==> src/rtl/lzfb_pkg.sv <==
`timescale 1ns / 1ps
// ----------------------------------------------------------------------------
// lzfb_pkg
// Shared types and constants of the flag-byte LZSS decoder: item structs,
// command format between front and back, history and lane sizing.
// ----------------------------------------------------------------------------
package lzfb_pkg;

  // History ring; the depth must be a power of two so that pointers wrap
  localparam int HISTORY_BYTES = 65536;
  localparam int HIST_AW       = $clog2(HISTORY_BYTES);

  // Output lanes per result, clamped to the eight lane fields
  localparam int LANES       = 8;
  localparam int LANE_FIELDS = 8;
  localparam int LANES_USED  = (LANES < 1) ? 1 : ((LANES > LANE_FIELDS) ? LANE_FIELDS : LANES);
  localparam int CNT_W       = 4;

  // Match format
  localparam int MIN_LEN = 3;
  localparam int LEN_W   = 9;
  localparam int DIST_W  = 16;

  // Produced-byte count saturates at 64 KiB
  localparam int PROD_W               = 17;
  localparam logic [PROD_W-1:0] PRODUCED_MAX = 17'd65536;

  // Flag byte slots
  localparam logic [3:0] SLOT_FLAG = 4'd8;

  // Command queue between front and back
  localparam int CMD_DEPTH = 4;
  localparam int CMD_AW    = $clog2(CMD_DEPTH);

  typedef enum logic [1:0] {
    ST_OK        = 2'd0,
    ST_BAD_DIST  = 2'd1,
    ST_TRUNCATED = 2'd2
  } status_e;

  typedef enum logic [1:0] {
    CMD_LIT,
    CMD_COPY,
    CMD_STAT
  } cmd_kind_e;

  typedef struct packed {
    logic [7:0] in_byte;
    logic       in_last;
  } in_item_t;

  typedef struct packed {
    logic [7:0]       lane0;
    logic [7:0]       lane1;
    logic [7:0]       lane2;
    logic [7:0]       lane3;
    logic [7:0]       lane4;
    logic [7:0]       lane5;
    logic [7:0]       lane6;
    logic [7:0]       lane7;
    logic [CNT_W-1:0] byte_count;
    status_e          status;
    logic             run_end;
    logic             stream_end;
  } out_item_t;

  // One classified command: literal byte, match, or status-only result
  typedef struct packed {
    cmd_kind_e         kind;
    logic [7:0]        data;    // literal byte or length code
    logic [DIST_W-1:0] distance;
    status_e           status;
    logic              last;
  } cmd_t;

endpackage

==> src/rtl/lzfb_cmd_fifo.sv <==
`timescale 1ns / 1ps
// ----------------------------------------------------------------------------
// lzfb_cmd_fifo
// Short command queue between the parser and the copy engine.
// ----------------------------------------------------------------------------
module lzfb_cmd_fifo import lzfb_pkg::*; (
  input  logic clk_i,
  input  logic rst_ni,
  input  logic push_i,
  input  cmd_t data_i,
  output logic full_o,
  output logic valid_o,
  output cmd_t data_o,
  input  logic pop_i
);

  cmd_t            entry_q [CMD_DEPTH];
  logic [CMD_AW-1:0] wr_ptr_q, rd_ptr_q;
  logic [CMD_AW:0]   count_q;
  logic              do_push, do_pop;

  assign full_o  = (count_q == (CMD_AW + 1)'(CMD_DEPTH));
  assign valid_o = (count_q != '0);
  assign data_o  = entry_q[rd_ptr_q];
  assign do_push = push_i && !full_o;
  assign do_pop  = pop_i && valid_o;

  // Store entries
  always_ff @(posedge clk_i) begin
    if (do_push) begin
      entry_q[wr_ptr_q] <= data_i;
    end
  end

  // Advance pointers and occupancy
  always_ff @(posedge clk_i or negedge rst_ni) begin
    if (!rst_ni) begin
      wr_ptr_q <= '0;
      rd_ptr_q <= '0;
      count_q  <= '0;
    end else begin
      if (do_push) begin
        wr_ptr_q <= wr_ptr_q + CMD_AW'(1);
      end
      if (do_pop) begin
        rd_ptr_q <= rd_ptr_q + CMD_AW'(1);
      end
      if (do_push && !do_pop) begin
        count_q <= count_q + (CMD_AW + 1)'(1);
      end else if (do_pop && !do_push) begin
        count_q <= count_q - (CMD_AW + 1)'(1);
      end
    end
  end

endmodule

==> config.mk <==
export PLATFORM = sky130hd
export DESIGN_NAME = lzfb_cmd_fifo
export DESIGN_NICKNAME = d
export VERILOG_FILES = /design/src/rtl/lzfb_pkg.sv /design/src/rtl/lzfb_cmd_fifo.sv
export SDC_FILE = /design/constraint.sdc
export NUM_CORES = 1
export LEC_CHECK = 0
export BUFFER_PORTS_ARGS = -buffer_cell sky130_fd_sc_hd__buf_4
export CORE_MARGIN = 8
export CORE_UTILIZATION = 60
export DETAILED_ROUTE_END_ITERATION = 6
export PLACE_DENSITY = 0.8
export SYNTH_ARGS = -nofsm -noshare
export SYNTH_HDL_FRONTEND = slang
export SYNTH_SLANG_ARGS = --single-unit
==> constraint.sdc <==
create_clock -name clk_i -period 5.6 [get_ports clk_i]
set_input_delay 0.56 -clock clk_i [delete_from_list [all_inputs] [get_ports clk_i]]
set_output_delay 0.56 -clock clk_i [all_outputs]
set_load 0.02 [all_outputs]
== Word-level counts from Yosys, hierarchy flattened ==
Memory sizes are Yosys's and may differ from the RTL's.
Index checks and enable logic that the tools add are counted.

* $add $sub $neg: 4
* Equality and inequality tests: 1
* Mux-type cells: 4
* Reductions and logical operators: 9

{| class="wikitable"
|+ Operators with widths
! operator !! number
|-
| $mux W3 || 2
|-
| $add A2 B1 Y2 const B || 2
|-
| $logic_and A1 B1 Y1 || 4
|-
| $add A3 B1 Y3 const B || 1
|-
| $eq A3 B3 Y1 const B || 1
|-
| $logic_not A1 Y1 || 3
|-
| $reduce_bool A3 Y1 || 1
|-
| $sub A3 B1 Y3 const B || 1
|-
| $mux W1 || 2
|-
| $reduce_bool A2 Y1 || 1
|}

* Register bits after elaboration: 7
* Memory bits (writable): 116
* Output and inout bits: 31
* Word-level logic and storage cells: 22
* Memories kept: 1

{| class="wikitable"
|+ Memory list
! memory !! depth !! width !! rd ports !! clocked after memory_dff !! write ports !! line !! text
|-
| entry_q || 4 || 29 || 1 || 0 || 1 || lzfb_cmd_fifo.sv:17 || <nowiki>cmd_t entry_q [CMD_DEPTH];</nowiki>
|}

== Longest topological paths before layout ==
* Word-level depth: 7
* Mapped depth: 9
* Depth with buffers taken out: 8

== Least setup slack after synthesis ==
Ideal clock, no wire load.

* Kind: register -> register
* From: reg count_q[0]
* To: reg count_q[2]
* Library setup time: 0.079 ns
* Arrival time: 1.969 ns
* Required time: 5.521 ns
* Slack: 3.552 ns
* Stages on the path, launching flop included: 9
* Path buffers: 0
* Period minus slack after synthesis: 2.048 ns
* Path through: dfrtp_1 > or3_4 > nand2_1 > ha_1 > inv_1 > fa_1 > xor2_1 > nor2_1 > xor2_1

* Elaborated cells between the ends (all ways): 14
* Classes of those cells: 2 x add/sub; 1 x eq/ne; 2 x mux; 9 x reduce/logical

{| class="wikitable"
|+ RTL lines
! what !! line !! text
|-
| start, declared || lzfb_cmd_fifo.sv:19 || <nowiki>logic [CMD_AW:0] count_q;</nowiki>
|-
| start signal, assigned || lzfb_cmd_fifo.sv:49 || <nowiki>count_q <= count_q + (CMD_AW + 1)'(1);</nowiki>
|-
| start signal, assigned || lzfb_cmd_fifo.sv:51 || <nowiki>count_q <= count_q - (CMD_AW + 1)'(1);</nowiki>
|-
| $reduce_bool A3 Y1 * || lzfb_cmd_fifo.sv:23 || <nowiki>assign valid_o = (count_q != '0);</nowiki>
|-
| named net valid_o || lzfb_cmd_fifo.sv:12 || <nowiki>output logic valid_o,</nowiki>
|-
| $logic_and A1 B1 Y1 * || lzfb_cmd_fifo.sv:26 || <nowiki>assign do_pop = pop_i && valid_o;</nowiki>
|-
| $logic_not A1 Y1 || lzfb_cmd_fifo.sv:48 || <nowiki>if (do_push && !do_pop) begin</nowiki>
|-
| $logic_and A1 B1 Y1 || lzfb_cmd_fifo.sv:48 ||
|-
| $mux W3 or $reduce_bool A2 Y1 (tied branches) || -- ||
|}

Mark *: on every way through the listed nets, which the timed path passes. The rest lies on a longest branch. The select of a mux whose other input is x is not followed.
A chain may end at the register's enable or synchronous reset.

==> flow_summary_export.csv <==
group,metric,value,unit
final_layout,nets,302,
worst_setup_path,crit_path_end_kind,"output pin",
detailed_routing,via_per_inst,5.737,
final_layout,final_common_cell,"edfxtp_1",
global_route,grt_pass1_vias,2357,
worst_setup_path,crit_arrival,2.37,ns
run_status,outcome,"finished, final reports clean",
final_layout,fin_cells,377,
logic_synthesis,syn_nets,225,
worst_setup_path,r2r_cells,8,
placement,port_buffers,63,
logic_synthesis,syn-cell-area,4623,um2
worst_setup_path,r2r_start,"count_q[0]",
placement,pre_cts_slack,3.133,ns
detailed_routing,drt_iter0_drc,134,
sta,fmax,341.3,MHz
floorplan,start_util,0.6077,
clock_network,htreeDepth,4,
sta,grt_setup_unrepaired,"no",
floorplan,num_io_pins,64,
final_layout,final_util,0.7650,
power_and_ir_drop,p_per_area,601.0,nW/um2
sta,final_max_slew_viol_count,0,
power_and_ir_drop,finalPower,3497,uW
sta,setup_viol,0,
worst_setup_path,reg2reg_to,"count_q[2]",
final_layout,diodes,0,
logic_synthesis,synth_top_family_by_area,"multiplexers",
logic_synthesis,synth_mux_area_frac,0.1470,
placement,dpl.hpwl,4.694,mm
logic_synthesis,synth_cell_types,20,
logic_synthesis,yosysWarnings,0,
sta,fin_skew,0.005085,ns
logic_synthesis,synthCells,186,
worst_hold_path,hold_path_startpoint,"data_i[18]",
logic_synthesis,yosys.area_share.simple,0.01759,
clock_network,cts_made_buffers,17,
placement,place.gp.congestion,0.6981,
detailed_routing,post-route-drc-count,0,
power_and_ir_drop,vdd_drop_max,0.3708,mV
floorplan,die_w,103.8,um
worst_setup_path,reg2reg_setup_slack,3.44,ns
placement,dp_cells,345,
logic_synthesis,synth_top_flop_cell,"edfxtp_1",
clock_network,path_clk_slew,0.06,ns
final_layout,final_cell_mix,"116 x edfxtp_1, 64 x buf_4, 29 x mux4_2",
worst_setup_path,critPathRequiredTime,5.04,ns
logic_synthesis,synth_edf_count,116,
clock_network,clock_sinks,123,
floorplan,core_area,7607,um2
floorplan,fp.dieH,103.8,um
detailed_routing,drt-total-wl,8.364,mm
detailed_routing,dr_total_vias,2163,
clock_network,clockBufferDepth,2,
sta,worst_pin_slew,1.013,ns
detailed_routing,dr.pass1.iters,5,
floorplan,dieArea,10770,um2
logic_synthesis,synthArstFlopShare,0.05691,
clock_network,cts_root_buffer,"clkbuf_8",
sta,tns,0,ns
sta,min_period,2.930,ns
logic_synthesis,syn_avg_cell_area,24.86,um2
sta,slew_headroom,0.3245,
worst_hold_path,holdCritPathClass,"input pin to flop",
global_route,grt_start_max_net_pins,32,
worst_setup_path,path_max_fanout,31,
sta,setup_slack,2.670,ns
clock_network,tritoncts,"built",
final_layout,drive_above_1_share,0.4836,
power_and_ir_drop,power_leakage,0.002062,uW
logic_synthesis,synth_compound_area_frac,0,
global_route,grt_pass1_wl,13.21,mm
sta,period_share,0.5232,
logic_synthesis,synth_xor_xnor_area_share,0.01137,
final_layout,syn2layout_area_growth,25.87,%
sta,hold_viol,0,
worst_setup_path,critPathKind,"flop to output pin",
clock_network,cts.repair.resized,0,
global_route,overflow,0,
worst_hold_path,holdPathStages,1,
run,drv_cap,0,
worst_hold_path,whs_endpoint,"entry_q[1][18]",
floorplan,rows,32,
logic_synthesis,synthAdderAreaFrac,0.01786,
logic_synthesis,yosysSeqAreaShare,0.7913,
global_route,grt_use_total,0.1671,
worst_setup_path,start_kind,"flop",
detailed_routing,ant_nets,0,
global_route,antenna_found_initial,0,
detailed_routing,avgRoutedWirePerCell,22.19,um
clock_network,clk_latency,0.51,ns
logic_synthesis,ys_ff_latch,123,
==> worst max-delay path by stage <==
stage	start	endpoint	slack [ns]	cells after the start
after CTS	rd_ptr_q[0]	data_o[17]	2.56	2
after floorplan	count_q[0]	count_q[2]	3.55	8
final	rd_ptr_q[0]	data_o[0]	2.67	2
after detailed placement	rd_ptr_q[0]	data_o[0]	3.13	2
after global placement	rd_ptr_q[0]	data_o[0]	3.14	2
after global routing	rd_ptr_q[0]	data_o[17]	2.45	2
==> where the power goes <==
group	internal [uW]	leakage (uW)	total, uW	switching (uW)
Sequential	1230	0.00114	1360	137
Combinational	481	0.000620	981	501
Clock	767	0.000298	1150	386
Total	2470	0.00206	3500	1020
==> registers in the layout (all words and copies together) (netlist names) <==
register and count:
rd_ptr_q 2, wr_ptr_q 2, entry_q 116, count_q 3
==> metal layers <==
layer  share of wire  up-vias  GRT usage
li1                -      932          -
met4           0.011        0    0.06618
met1            0.39     1139     0.1944
met5               0        -          0
met3           0.063        8    0.07249
met2            0.53       84     0.2681
==> stage by stage <==
step                      instance area (um2)  hold WS, ns
after floorplan                          4623       0.2644
after global placement                   5175       0.3786
after detailed placement                 5175       0.3824
after CTS                                5819       0.2258
after global routing                     5819       0.2148
final                                    5819       0.2454
==> cells in the mapped netlist (2+ instances only) <==
cell	instances	share of area
edfxtp_1	116	0.75
mux4_2	29	0.14
dfrtp_1	7	0.038
ha_1	5	0.014
and2_2	4	0.0065
buf_6	4	0.0097
xnor2_1	4	0.0076
inv_1	3	0.0024
clkbuf_1	2	0.0016
xor2_1	2	0.0038
==> logic make-up (layout without fill, tap and decap cells) <==
family / count (synthesis) / in the layout
buffers and inverters: 10 / 99
and+or+nand+nor: 10 / 10
xor gates and xnor gates: 6 / 6
DFF: 123 / 123
muxes: 31 / 31
adders and majority gates: 6 / 6
==> cell type report <==
type,count,area (um2)
tap,102,127.6
inverter,3,11.26
clock inverter,14,220.2
clock buffer,17,414.1
fill,411,1788
timing repair buffer,65,490.5
multi-input combinational,53,895.9
sequential,123,3660
==> critical path, stage by stage (launching register included) <==
cell	delay (ns)
dfrtp_2	1.03
mux4_2	0.64
buf_4	0.18
==> repair_timing <==
item                                   in CTS  in global routing
hold buffers                                1                  0
endpoints found under the hold margin       7                  0
buffers inserted                            0                  0
(Power assumes the default switching activity.)
