--- config.mk ---
export PLATFORM = sky130hd
export DESIGN_NAME = lzfb_front
export DESIGN_NICKNAME = d
export VERILOG_FILES = /design/src/rtl/lzfb_pkg.sv /design/src/rtl/lzfb_front.sv
export SDC_FILE = /design/constraint.sdc
export NUM_CORES = 1
export LEC_CHECK = 0
export BUFFER_PORTS_ARGS = -buffer_cell sky130_fd_sc_hd__buf_4
export CORE_ASPECT_RATIO = 0.9
export CORE_UTILIZATION = 64
export CTS_CLUSTER_DIAMETER = 100
export DETAILED_ROUTE_END_ITERATION = 6
export PLACE_DENSITY = 0.89
export SETUP_SLACK_MARGIN = 0.02
export SLEW_MARGIN = 40
export SYNTH_ARGS = -nofsm -noshare
export SYNTH_HDL_FRONTEND = slang
export SYNTH_SLANG_ARGS = --single-unit
export TNS_END_PERCENT = 30
--- constraint.sdc ---
create_clock -name clk_i -period 7.2 [get_ports clk_i]
set_clock_uncertainty 0.05 [all_clocks]
set_input_delay 1.44 -clock clk_i [delete_from_list [all_inputs] [get_ports clk_i]]
set_output_delay 1.44 -clock clk_i [all_outputs]
set_load 0.005 [all_outputs]
--- src/rtl/lzfb_pkg.sv ---
`timescale 1ns / 1ps
// ----------------------------------------------------------------------------
// lzfb_pkg
// Shared types and constants of the flag-byte LZSS decoder: item structs,
// command format between front and back, history and lane sizing.
// ----------------------------------------------------------------------------
package lzfb_pkg;

  // History ring; the depth must be a power of two so that pointers wrap
  localparam int HISTORY_BYTES = 65536;
  localparam int HIST_AW       = $clog2(HISTORY_BYTES);

  // Output lanes per result, clamped to the eight lane fields
  localparam int LANES       = 8;
  localparam int LANE_FIELDS = 8;
  localparam int LANES_USED  = (LANES < 1) ? 1 : ((LANES > LANE_FIELDS) ? LANE_FIELDS : LANES);
  localparam int CNT_W       = 4;

  // Match format
  localparam int MIN_LEN = 3;
  localparam int LEN_W   = 9;
  localparam int DIST_W  = 16;

  // Produced-byte count saturates at 64 KiB
  localparam int PROD_W               = 17;
  localparam logic [PROD_W-1:0] PRODUCED_MAX = 17'd65536;

  // Flag byte slots
  localparam logic [3:0] SLOT_FLAG = 4'd8;

  // Command queue between front and back
  localparam int CMD_DEPTH = 4;
  localparam int CMD_AW    = $clog2(CMD_DEPTH);

  typedef enum logic [1:0] {
    ST_OK        = 2'd0,
    ST_BAD_DIST  = 2'd1,
    ST_TRUNCATED = 2'd2
  } status_e;

  typedef enum logic [1:0] {
    CMD_LIT,
    CMD_COPY,
    CMD_STAT
  } cmd_kind_e;

  typedef struct packed {
    logic [7:0] in_byte;
    logic       in_last;
  } in_item_t;

  typedef struct packed {
    logic [7:0]       lane0;
    logic [7:0]       lane1;
    logic [7:0]       lane2;
    logic [7:0]       lane3;
    logic [7:0]       lane4;
    logic [7:0]       lane5;
    logic [7:0]       lane6;
    logic [7:0]       lane7;
    logic [CNT_W-1:0] byte_count;
    status_e          status;
    logic             run_end;
    logic             stream_end;
  } out_item_t;

  // One classified command: literal byte, match, or status-only result
  typedef struct packed {
    cmd_kind_e         kind;
    logic [7:0]        data;    // literal byte or length code
    logic [DIST_W-1:0] distance;
    status_e           status;
    logic              last;
  } cmd_t;

endpackage

--- src/rtl/lzfb_front.sv ---
`timescale 1ns / 1ps
// ----------------------------------------------------------------------------
// lzfb_front
// Stream parser: tracks flag bits, match token bytes and the produced count,
// checks distances and turns each input item into at most one command.
// ----------------------------------------------------------------------------
module lzfb_front import lzfb_pkg::*; (
  input  logic     clk_i,
  input  logic     rst_ni,
  input  logic     in_valid_i,
  input  in_item_t in_data_i,
  output logic     in_stall_o,
  input  logic     cmd_full_i,
  output logic     cmd_push_o,
  output cmd_t     cmd_o
);

  logic [PROD_W-1:0] produced_q, produced_d;
  logic [7:0]        flag_q, flag_d;
  logic [3:0]        slot_q, slot_d;
  logic [1:0]        phase_q, phase_d;
  logic [7:0]        dist_lo_q, dist_lo_d;
  logic [7:0]        dist_hi_q, dist_hi_d;
  logic              failed_q, failed_d;
  status_e           fail_code_q, fail_code_d;

  logic              accept;
  logic [DIST_W-1:0] match_dist;
  logic [PROD_W-1:0] len_ext;
  logic [PROD_W-1:0] prod_sum;
  logic              bad_dist;
  logic              restart;

  assign in_stall_o = cmd_full_i;
  assign accept     = in_valid_i && !cmd_full_i;

  // Match operands for the length byte
  assign match_dist = {dist_hi_q, dist_lo_q};
  assign len_ext    = PROD_W'(in_data_i.in_byte) + PROD_W'(MIN_LEN);
  assign prod_sum   = produced_q + len_ext;
  assign bad_dist   = (match_dist == '0) || ({1'b0, match_dist} > produced_q)
                   || ({1'b0, match_dist} > PROD_W'(HISTORY_BYTES));

  // Classify the accepted item
  always_comb begin
    produced_d  = produced_q;
    flag_d      = flag_q;
    slot_d      = slot_q;
    phase_d     = phase_q;
    dist_lo_d   = dist_lo_q;
    dist_hi_d   = dist_hi_q;
    failed_d    = failed_q;
    fail_code_d = fail_code_q;
    restart     = 1'b0;
    cmd_push_o  = 1'b0;
    cmd_o       = '0;
    cmd_o.last  = in_data_i.in_last;
    cmd_o.data  = in_data_i.in_byte;
    cmd_o.distance = match_dist;
    cmd_o.kind  = CMD_STAT;
    cmd_o.status = ST_OK;

    if (accept) begin
      if (failed_q) begin
        // drop input until the stream ends, then report the stored error
        if (in_data_i.in_last) begin
          cmd_push_o   = 1'b1;
          cmd_o.status = fail_code_q;
          restart      = 1'b1;
        end
      end else if (slot_q >= SLOT_FLAG) begin
        flag_d  = in_data_i.in_byte;
        slot_d  = '0;
        phase_d = '0;
        if (in_data_i.in_last) begin
          cmd_push_o = 1'b1;
          restart    = 1'b1;
        end
      end else if (flag_q[slot_q[2:0]]) begin
        case (phase_q)
          2'd0: begin
            dist_lo_d = in_data_i.in_byte;
            phase_d   = 2'd1;
          end
          2'd1: begin
            dist_hi_d = in_data_i.in_byte;
            phase_d   = 2'd2;
          end
          default: begin
            phase_d = '0;
            slot_d  = slot_q + 4'd1;
          end
        endcase
        if (phase_q != 2'd2) begin
          // token cut off by the end of the stream
          if (in_data_i.in_last) begin
            cmd_push_o   = 1'b1;
            cmd_o.status = ST_TRUNCATED;
            restart      = 1'b1;
          end
        end else if (bad_dist) begin
          cmd_push_o   = 1'b1;
          cmd_o.status = ST_BAD_DIST;
          if (in_data_i.in_last) begin
            restart = 1'b1;
          end else begin
            failed_d    = 1'b1;
            fail_code_d = ST_BAD_DIST;
          end
        end else begin
          cmd_push_o = 1'b1;
          cmd_o.kind = CMD_COPY;
          produced_d = (prod_sum > PRODUCED_MAX) ? PRODUCED_MAX : prod_sum;
          restart    = in_data_i.in_last;
        end
      end else begin
        cmd_push_o = 1'b1;
        cmd_o.kind = CMD_LIT;
        slot_d     = slot_q + 4'd1;
        produced_d = (produced_q == PRODUCED_MAX) ? PRODUCED_MAX
                                                  : produced_q + PROD_W'(1);
        restart    = in_data_i.in_last;
      end

      // return to the start-of-stream state
      if (restart) begin
        produced_d  = '0;
        flag_d      = '0;
        slot_d      = SLOT_FLAG;
        phase_d     = '0;
        dist_lo_d   = '0;
        dist_hi_d   = '0;
        failed_d    = 1'b0;
        fail_code_d = ST_OK;
      end
    end
  end

  always_ff @(posedge clk_i or negedge rst_ni) begin
    if (!rst_ni) begin
      produced_q  <= '0;
      flag_q      <= '0;
      slot_q      <= SLOT_FLAG;
      phase_q     <= '0;
      dist_lo_q   <= '0;
      dist_hi_q   <= '0;
      failed_q    <= 1'b0;
      fail_code_q <= ST_OK;
    end else begin
      produced_q  <= produced_d;
      flag_q      <= flag_d;
      slot_q      <= slot_d;
      phase_q     <= phase_d;
      dist_lo_q   <= dist_lo_d;
      dist_hi_q   <= dist_hi_d;
      failed_q    <= failed_d;
      fail_code_q <= fail_code_d;
    end
  end

endmodule

# Word level (Yosys, flattened, before mapping)
# Cells that the tools add are included.
# classes
addsub	4
n_lt_le_gt_ge	5
eq_ne	10
n_mux	73
n_reduce_logical	20
# ops
op	n
17-bit 2-to-1 mux	8
8-bit 2-to-1 mux	13
2-bit 2-to-1 mux	24
1-bit 2-to-1 mux	21
4-bit 2-to-1 mux	5
17-bit by 1-bit adder with 17-bit output (second input constant)	1
17-bit by 9-bit adder with 17-bit output	1
17-bit == test (second input constant)	1
16-bit by 17-bit > comparator with 1-bit output	1
16-bit by 17-bit > comparator with 1-bit output (second input constant)	1
17-bit > comparator (second input constant)	1
16-bit logical NOT	1
5-bit AND reduction	3
2-bit nonzero test	5
8-bit by 2-bit adder with 9-bit output (second input constant)	1
3-bit AND reduction	3
2-bit by 1-bit inequality test with 1-bit output (second input constant)	4
7-bit AND reduction	1
3-bit by 2-bit inequality test with 1-bit output (second input constant)	2
4-bit by 1-bit adder with 4-bit output (second input constant)	1
4-bit >= comparator (second input constant)	1
3-bit by 4-bit less-than comparator with 1-bit output (second input constant)	1
4-bit by 3-bit inequality test with 1-bit output (second input constant)	1
2-bit one-hot mux with 2 select lines	1
other kinds (9)	10
# totals
ff_bits	50
inputBits	13
output_inout_bits	31
word_cells	120

# Depth between registers and ports, before layout
# depth
word_depth	11
mapped_depth	14
depth_no_buf	13

# Least setup slack after synthesis
# No wires, ideal clock.
# synth_timing
path_type	input -> register
startpoint	in in_data_i[2] in the netlist's numbering
endpoint	reg produced_q[2]
setup_time_ps	77
t_arrival_ps	3995
t_required_ps	7073
slack_ps	3079
path_stages	14
n_path_buf	1
path_cell_list	inv_1 ha_1 inv_1 ha_1 fa_1 a211oi_2 o21ai_2 mux2i_1 nor4_1 o2111a_2 a31oi_4 buf_6 o32a_1 o21ai_1
# synth_via
elab_chain_cells	10
# synth_lines
element	line_no	source
start: declaration	lzfb_front.sv:11	input in_item_t in_data_i,
8-bit by 2-bit adder with 9-bit output *	lzfb_front.sv:39	assign len_ext = PROD_W'(in_data_i.in_byte) + PROD_W'(MIN_LEN);
17-bit by 9-bit adder with 17-bit output *	lzfb_front.sv:40	assign prod_sum = produced_q + len_ext;
17-bit > comparator	lzfb_front.sv:113	produced_d = (prod_sum > PRODUCED_MAX) ? PRODUCED_MAX : prod_sum;
17-bit 2-to-1 mux *	lzfb_front.sv:113	
17-bit 2-to-1 mux *	lzfb_front.sv:101	end else if (bad_dist) begin
17-bit 2-to-1 mux *	lzfb_front.sv:94	if (phase_q != 2'd2) begin
17-bit 2-to-1 mux *	lzfb_front.sv:79	end else if (flag_q[slot_q[2:0]]) begin
17-bit 2-to-1 mux *	lzfb_front.sv:71	end else if (slot_q >= SLOT_FLAG) begin
17-bit 2-to-1 mux *	lzfb_front.sv:64	if (failed_q) begin
17-bit 2-to-1 mux *	lzfb_front.sv:126	if (restart) begin
end signal: assignment	lzfb_front.sv:150	produced_q <= produced_d;
end: declaration	lzfb_front.sv:18	logic [PROD_W-1:0] produced_q, produced_d;
# Every way passes the cells marked *; elsewhere a longest branch is shown, timed or not. The select of a mux whose other input is x is not followed.
# A chain may end at the register's enable or synchronous reset.

==> metrics.txt <==
# TYPE chip_impl_metric gauge
chip_impl_metric{name="cts-buffers-inserted",unit=""} 5
chip_impl_metric{name="avgViaCountPerCell",unit=""} 6.80
chip_impl_metric{name="post_drt_wl_per_cell",unit="microns"} 19.2
chip_impl_info{name="holdCritStartpoint",value="flag_q[5]$_DFFE_PN0P_"} 1
chip_impl_metric{name="grt_start_max_net_pins",unit=""} 50
chip_impl_info{name="worstSetupPathType",value="reg -> out"} 1
chip_impl_metric{name="final_hold_viol_count",unit=""} 0
chip_impl_metric{name="grt_overflow_total",unit=""} 0
chip_impl_info{name="cts_tree",value="built"} 1
chip_impl_metric{name="port_buffers",unit=""} 43
chip_impl_metric{name="critPathRequiredTime",unit="ps"} 5710
chip_impl_metric{name="dieWidth",unit="microns"} 85.3
chip_impl_metric{name="clock-sinks",unit=""} 49
chip_impl_metric{name="crit_fanout",unit=""} 8
chip_impl_metric{name="n_antenna_cell",unit=""} 0
chip_impl_metric{name="synthDominantCellAreaShare",unit="%"} 30.1
chip_impl_metric{name="arrival",unit="ps"} 3110
chip_impl_metric{name="gr_usage_total",unit="%"} 35.5
chip_impl_metric{name="detailroute.via_count",unit=""} 3898
chip_impl_metric{name="detailed_place_hpwl",unit="microns"} 8200
chip_impl_info{name="critPathCaptureType",value="output port"} 1
chip_impl_metric{name="critPathMaxStageDelay",unit="ps"} 650
chip_impl_metric{name="cts_htree_levels",unit=""} 2
chip_impl_metric{name="setup_tns",unit="ps"} 0
chip_impl_info{name="critical_path.cell_chain",value="inv_1 > ha_1 > a21o_1 > a21oi_1 > o21ai_0 > nor4_1 > nor2_1 > a31oi_1 > a211oi_1 > buf_4"} 1
chip_impl_metric{name="floorplan.io_pins",unit=""} 44
chip_impl_metric{name="syn_nets",unit=""} 532
chip_impl_info{name="min-delay-path-class",value="reg -> reg"} 1
chip_impl_info{name="ys_top_cells_by_area",value="dfrtp_1 30%, ha_1 11%, o21ai_0 6.1%"} 1
chip_impl_info{name="grt_setup_unrepaired",value="false"} 1
chip_impl_metric{name="cts_setup_buffers",unit=""} 0
chip_impl_metric{name="syn2layout_area_growth",unit="%"} 8.89
chip_impl_metric{name="mappedNetlistArea",unit="sq um"} 4000
chip_impl_metric{name="die-area",unit="sq um"} 6560
chip_impl_metric{name="final.min_clock_period",unit="ps"} 4600
chip_impl_metric{name="setup_viols_final",unit=""} 0
chip_impl_metric{name="synth.yosys.seq_area_share",unit="%"} 30.7
chip_impl_metric{name="grt_pass1_wl",unit="microns"} 18300
chip_impl_metric{name="synth_seq_cells",unit=""} 49
chip_impl_metric{name="post_route_drc",unit=""} 0
chip_impl_metric{name="initial_core_util",unit="%"} 68.2
chip_impl_metric{name="slew_viol_final",unit=""} 0
chip_impl_metric{name="yosys_warnings",unit=""} 0
chip_impl_metric{name="slew_headroom",unit="%"} 44.4
chip_impl_info{name="status",value="complete, no violations"} 1
chip_impl_metric{name="clock_latency",unit="ps"} 310
chip_impl_metric{name="cts_buffer_depth",unit=""} 2
chip_impl_metric{name="synth_enable_flop_cells",unit=""} 0
chip_impl_metric{name="syn_avg_cell_area",unit="sq um"} 8.29
chip_impl_metric{name="power-per-cell-area",unit="nW/um^2"} 302
chip_impl_metric{name="tightestPinTransition",unit="ps"} 826
chip_impl_info{name="timing.critical_path.slowest_stage_cell",value="nor4_1"} 1
chip_impl_metric{name="firstDrtPassIters",unit=""} 5
chip_impl_info{name="start_kind",value="flop"} 1
chip_impl_info{name="cts-root-buf",value="clkbuf_8"} 1
chip_impl_metric{name="grt_pass1_vias",unit=""} 3673
chip_impl_metric{name="static-leakage-power",unit="uW"} 0.00191
chip_impl_metric{name="final.period_utilization",unit="%"} 63.8
chip_impl_metric{name="std_cell_rows",unit=""} 26
chip_impl_metric{name="cts_repair_resize_count",unit=""} 0
chip_impl_info{name="cp-startpoint",value="produced_q[14]$_DFFE_PN0P_"} 1
chip_impl_metric{name="irDropWorstVdd",unit="V"} 0.000232
chip_impl_metric{name="max_freq",unit="MHz"} 218
chip_impl_metric{name="route.antenna.remaining_nets",unit=""} 0
chip_impl_info{name="synth-main-ff-cell",value="dfrtp_1"} 1
chip_impl_metric{name="number_of_hold_repair_buffers_added_at_the_cts_stage",unit=""} 0
chip_impl_metric{name="worst-path-buf-inv",unit=""} 2
chip_impl_metric{name="max_cap_viol_count",unit=""} 0
chip_impl_info{name="crit_family",value="simple AND/OR/NAND/NOR gates"} 1
chip_impl_info{name="worstReg2RegStart",value="produced_q[1]$_DFFE_PN0P_"} 1
chip_impl_metric{name="routability_driven_placement_congestion_ratio",unit=""} 0.966
chip_impl_metric{name="sequential_cell_area",unit="sq um"} 1230
chip_impl_metric{name="totalPowerFinal",unit="uW"} 1310
chip_impl_info{name="synth.largest_area_cell",value="dfrtp_1"} 1
chip_impl_metric{name="post_synth_num_cell_types",unit=""} 66
chip_impl_metric{name="initialDrtViolationCount",unit=""} 543
chip_impl_metric{name="fp.dieH",unit="microns"} 77.0
chip_impl_metric{name="antenna_found_initial",unit=""} 0
chip_impl_metric{name="fillers",unit=""} 446
chip_impl_metric{name="multiInputGateArea",unit="sq um"} 2480
chip_impl_metric{name="core_region_area",unit="sq um"} 5860
chip_impl_metric{name="totalWireLength",unit="microns"} 11000
chip_impl_metric{name="drive_gt1_share",unit="%"} 14.9
chip_impl_metric{name="cts.clk_slew.worst_paths",unit="ps"} 90
chip_impl_metric{name="gate_count_of_the_mapped_netlist",unit=""} 482
chip_impl_metric{name="synth_async_sr_flop_share",unit="%"} 100
chip_impl_metric{name="nets",unit=""} 552
==> layout by cell type, fill, tap and decap left out, types with 4 or more instances in the layout <==
| cell type | count |
|---|---|
| a21oi_1 | 21 |
| a31oi_1 | 7 |
| buf_4 | 45 |
| clkbuf_8 | 5 |
| dfrtp_1 | 48 |
| ha_1 | 36 |
| inv_1 | 29 |
| nand2_1 | 51 |
| nand3_1 | 33 |
| nand4_1 | 8 |
| nor2_1 | 36 |
| nor3_1 | 11 |
| nor4_1 | 9 |
| o211ai_1 | 6 |
| o21ai_0 | 49 |
| o21ai_1 | 9 |
| o31ai_1 | 5 |
| or3_1 | 4 |
| xnor2_1 | 16 |
==> power breakdown <==
| group | leakage [uW] | total (uW) | internal (uW) | switching (uW) |
|---|---|---|---|---|
| combinational | 0.00120 | 698 | 269 | 429 |
| clock | 0.0000552 | 201 | 103 | 97.2 |
| sequential | 0.000658 | 415 | 325 | 90.5 |
==> synth_stat cells, drive strengths merged (3+ instances only) <==
master   n
xnor2   16
nand2b   3
o22ai    3
a22o     3
o21ai   61
o31ai    8
xor2     4
or3      4
nand4    8
nor3    12
nor4     9
mux2i    3
inv     30
buf     20
a21oi   21
nand2   52
clkbuf  12
o32a     3
nor2    37
o211ai   6
ha      36
dfrtp   48
nand3   33
and3     3
a31oi    8
a211oi   5
==> through the flow <==
step           std cells  worst slack (ps)  hold WS [ps]  utilization (%)  area (sq um)
2_1_floorplan        482              3080           395                -          4000
3_3_place_gp         564              2770           408             72.3          4230
3_5_place_dp         565              2600           420             72.5          4240
4_1_cts              573              2640           441             74.3          4350
5_1_grt              573              2490           473             74.3          4350
6_report             573              2600           440             74.3          4350
==> metal layers <==
| layer | up-vias | wire (microns) | global-route usage, % |
|---|---|---|---|
| met5 | - | 0 | 0 |
| met4 | 0 | 319 | 14.0 |
| met3 | 29 | 1170 | 6.89 |
| met2 | 273 | 4970 | 54.8 |
| met1 | 1820 | 4560 | 49.0 |
| li1 | 1776 | - | - |
==> path summary, 6_finish.rpt <==
check                                       endpoint  cells past startpoint  slack, ps
max in group asynchronous   dist_hi_q[7]$_DFFE_PN0P_                      1       5590
min                            flag_q[5]$_DFFE_PN0P_                      2        440
max reg2reg                produced_q[0]$_DFFE_PN0P_                     13       3570
max                                         cmd_o[1]                     10       2600
min in group asynchronous       failed_q$_DFFE_PN0P_                      1       1100
min reg2reg                    flag_q[5]$_DFFE_PN0P_                      2        440
==> state kept, by name, indices dropped and copies added, names as in the netlist <==
register and flops:
slot_q 4, fail_code_q 1, produced_q 17, failed_q 1, flag_q 8, dist_hi_q 8
phase_q 2, dist_lo_q 8
==> worst reg2reg max path, cell delays in order (launching register included) <==
cell and delay, ps:
dfrtp_1 440, inv_1 110, ha_1 290, inv_1 40, ha_1 230, fa_1 430
a211oi_2 340, o21ai_2 130, mux2i_1 130, nor4_1 370, o2111a_2 300, a31oi_4 190
o32a_1 340, o21ai_1 160
==> layout make-up <==
type,instances,share of cell area [%]
Clock inverter,2,0.805
Timing Repair Buffer,45,7.77
Tap cell,70,2.01
Inverter,30,2.59
Clock buffer,6,1.67
Multi-Input combinational cell,371,56.9
Sequential cell,49,28.2
==> logic make-up after synthesis <==
logic type,after synthesis,share of synthesized area (%)
AND/OR/NAND/NOR,173,20.8
AO/OA/AOI/OAI,134,22.2
buffers and inverters,62,7.36
flip-flops,49,30.7
adder cells (fa/ha/maj),37,11.8
XOR/XNOR,20,4.57
multiplexers,7,2.54
No activity file was read; power rests on OpenSTA's default activity.
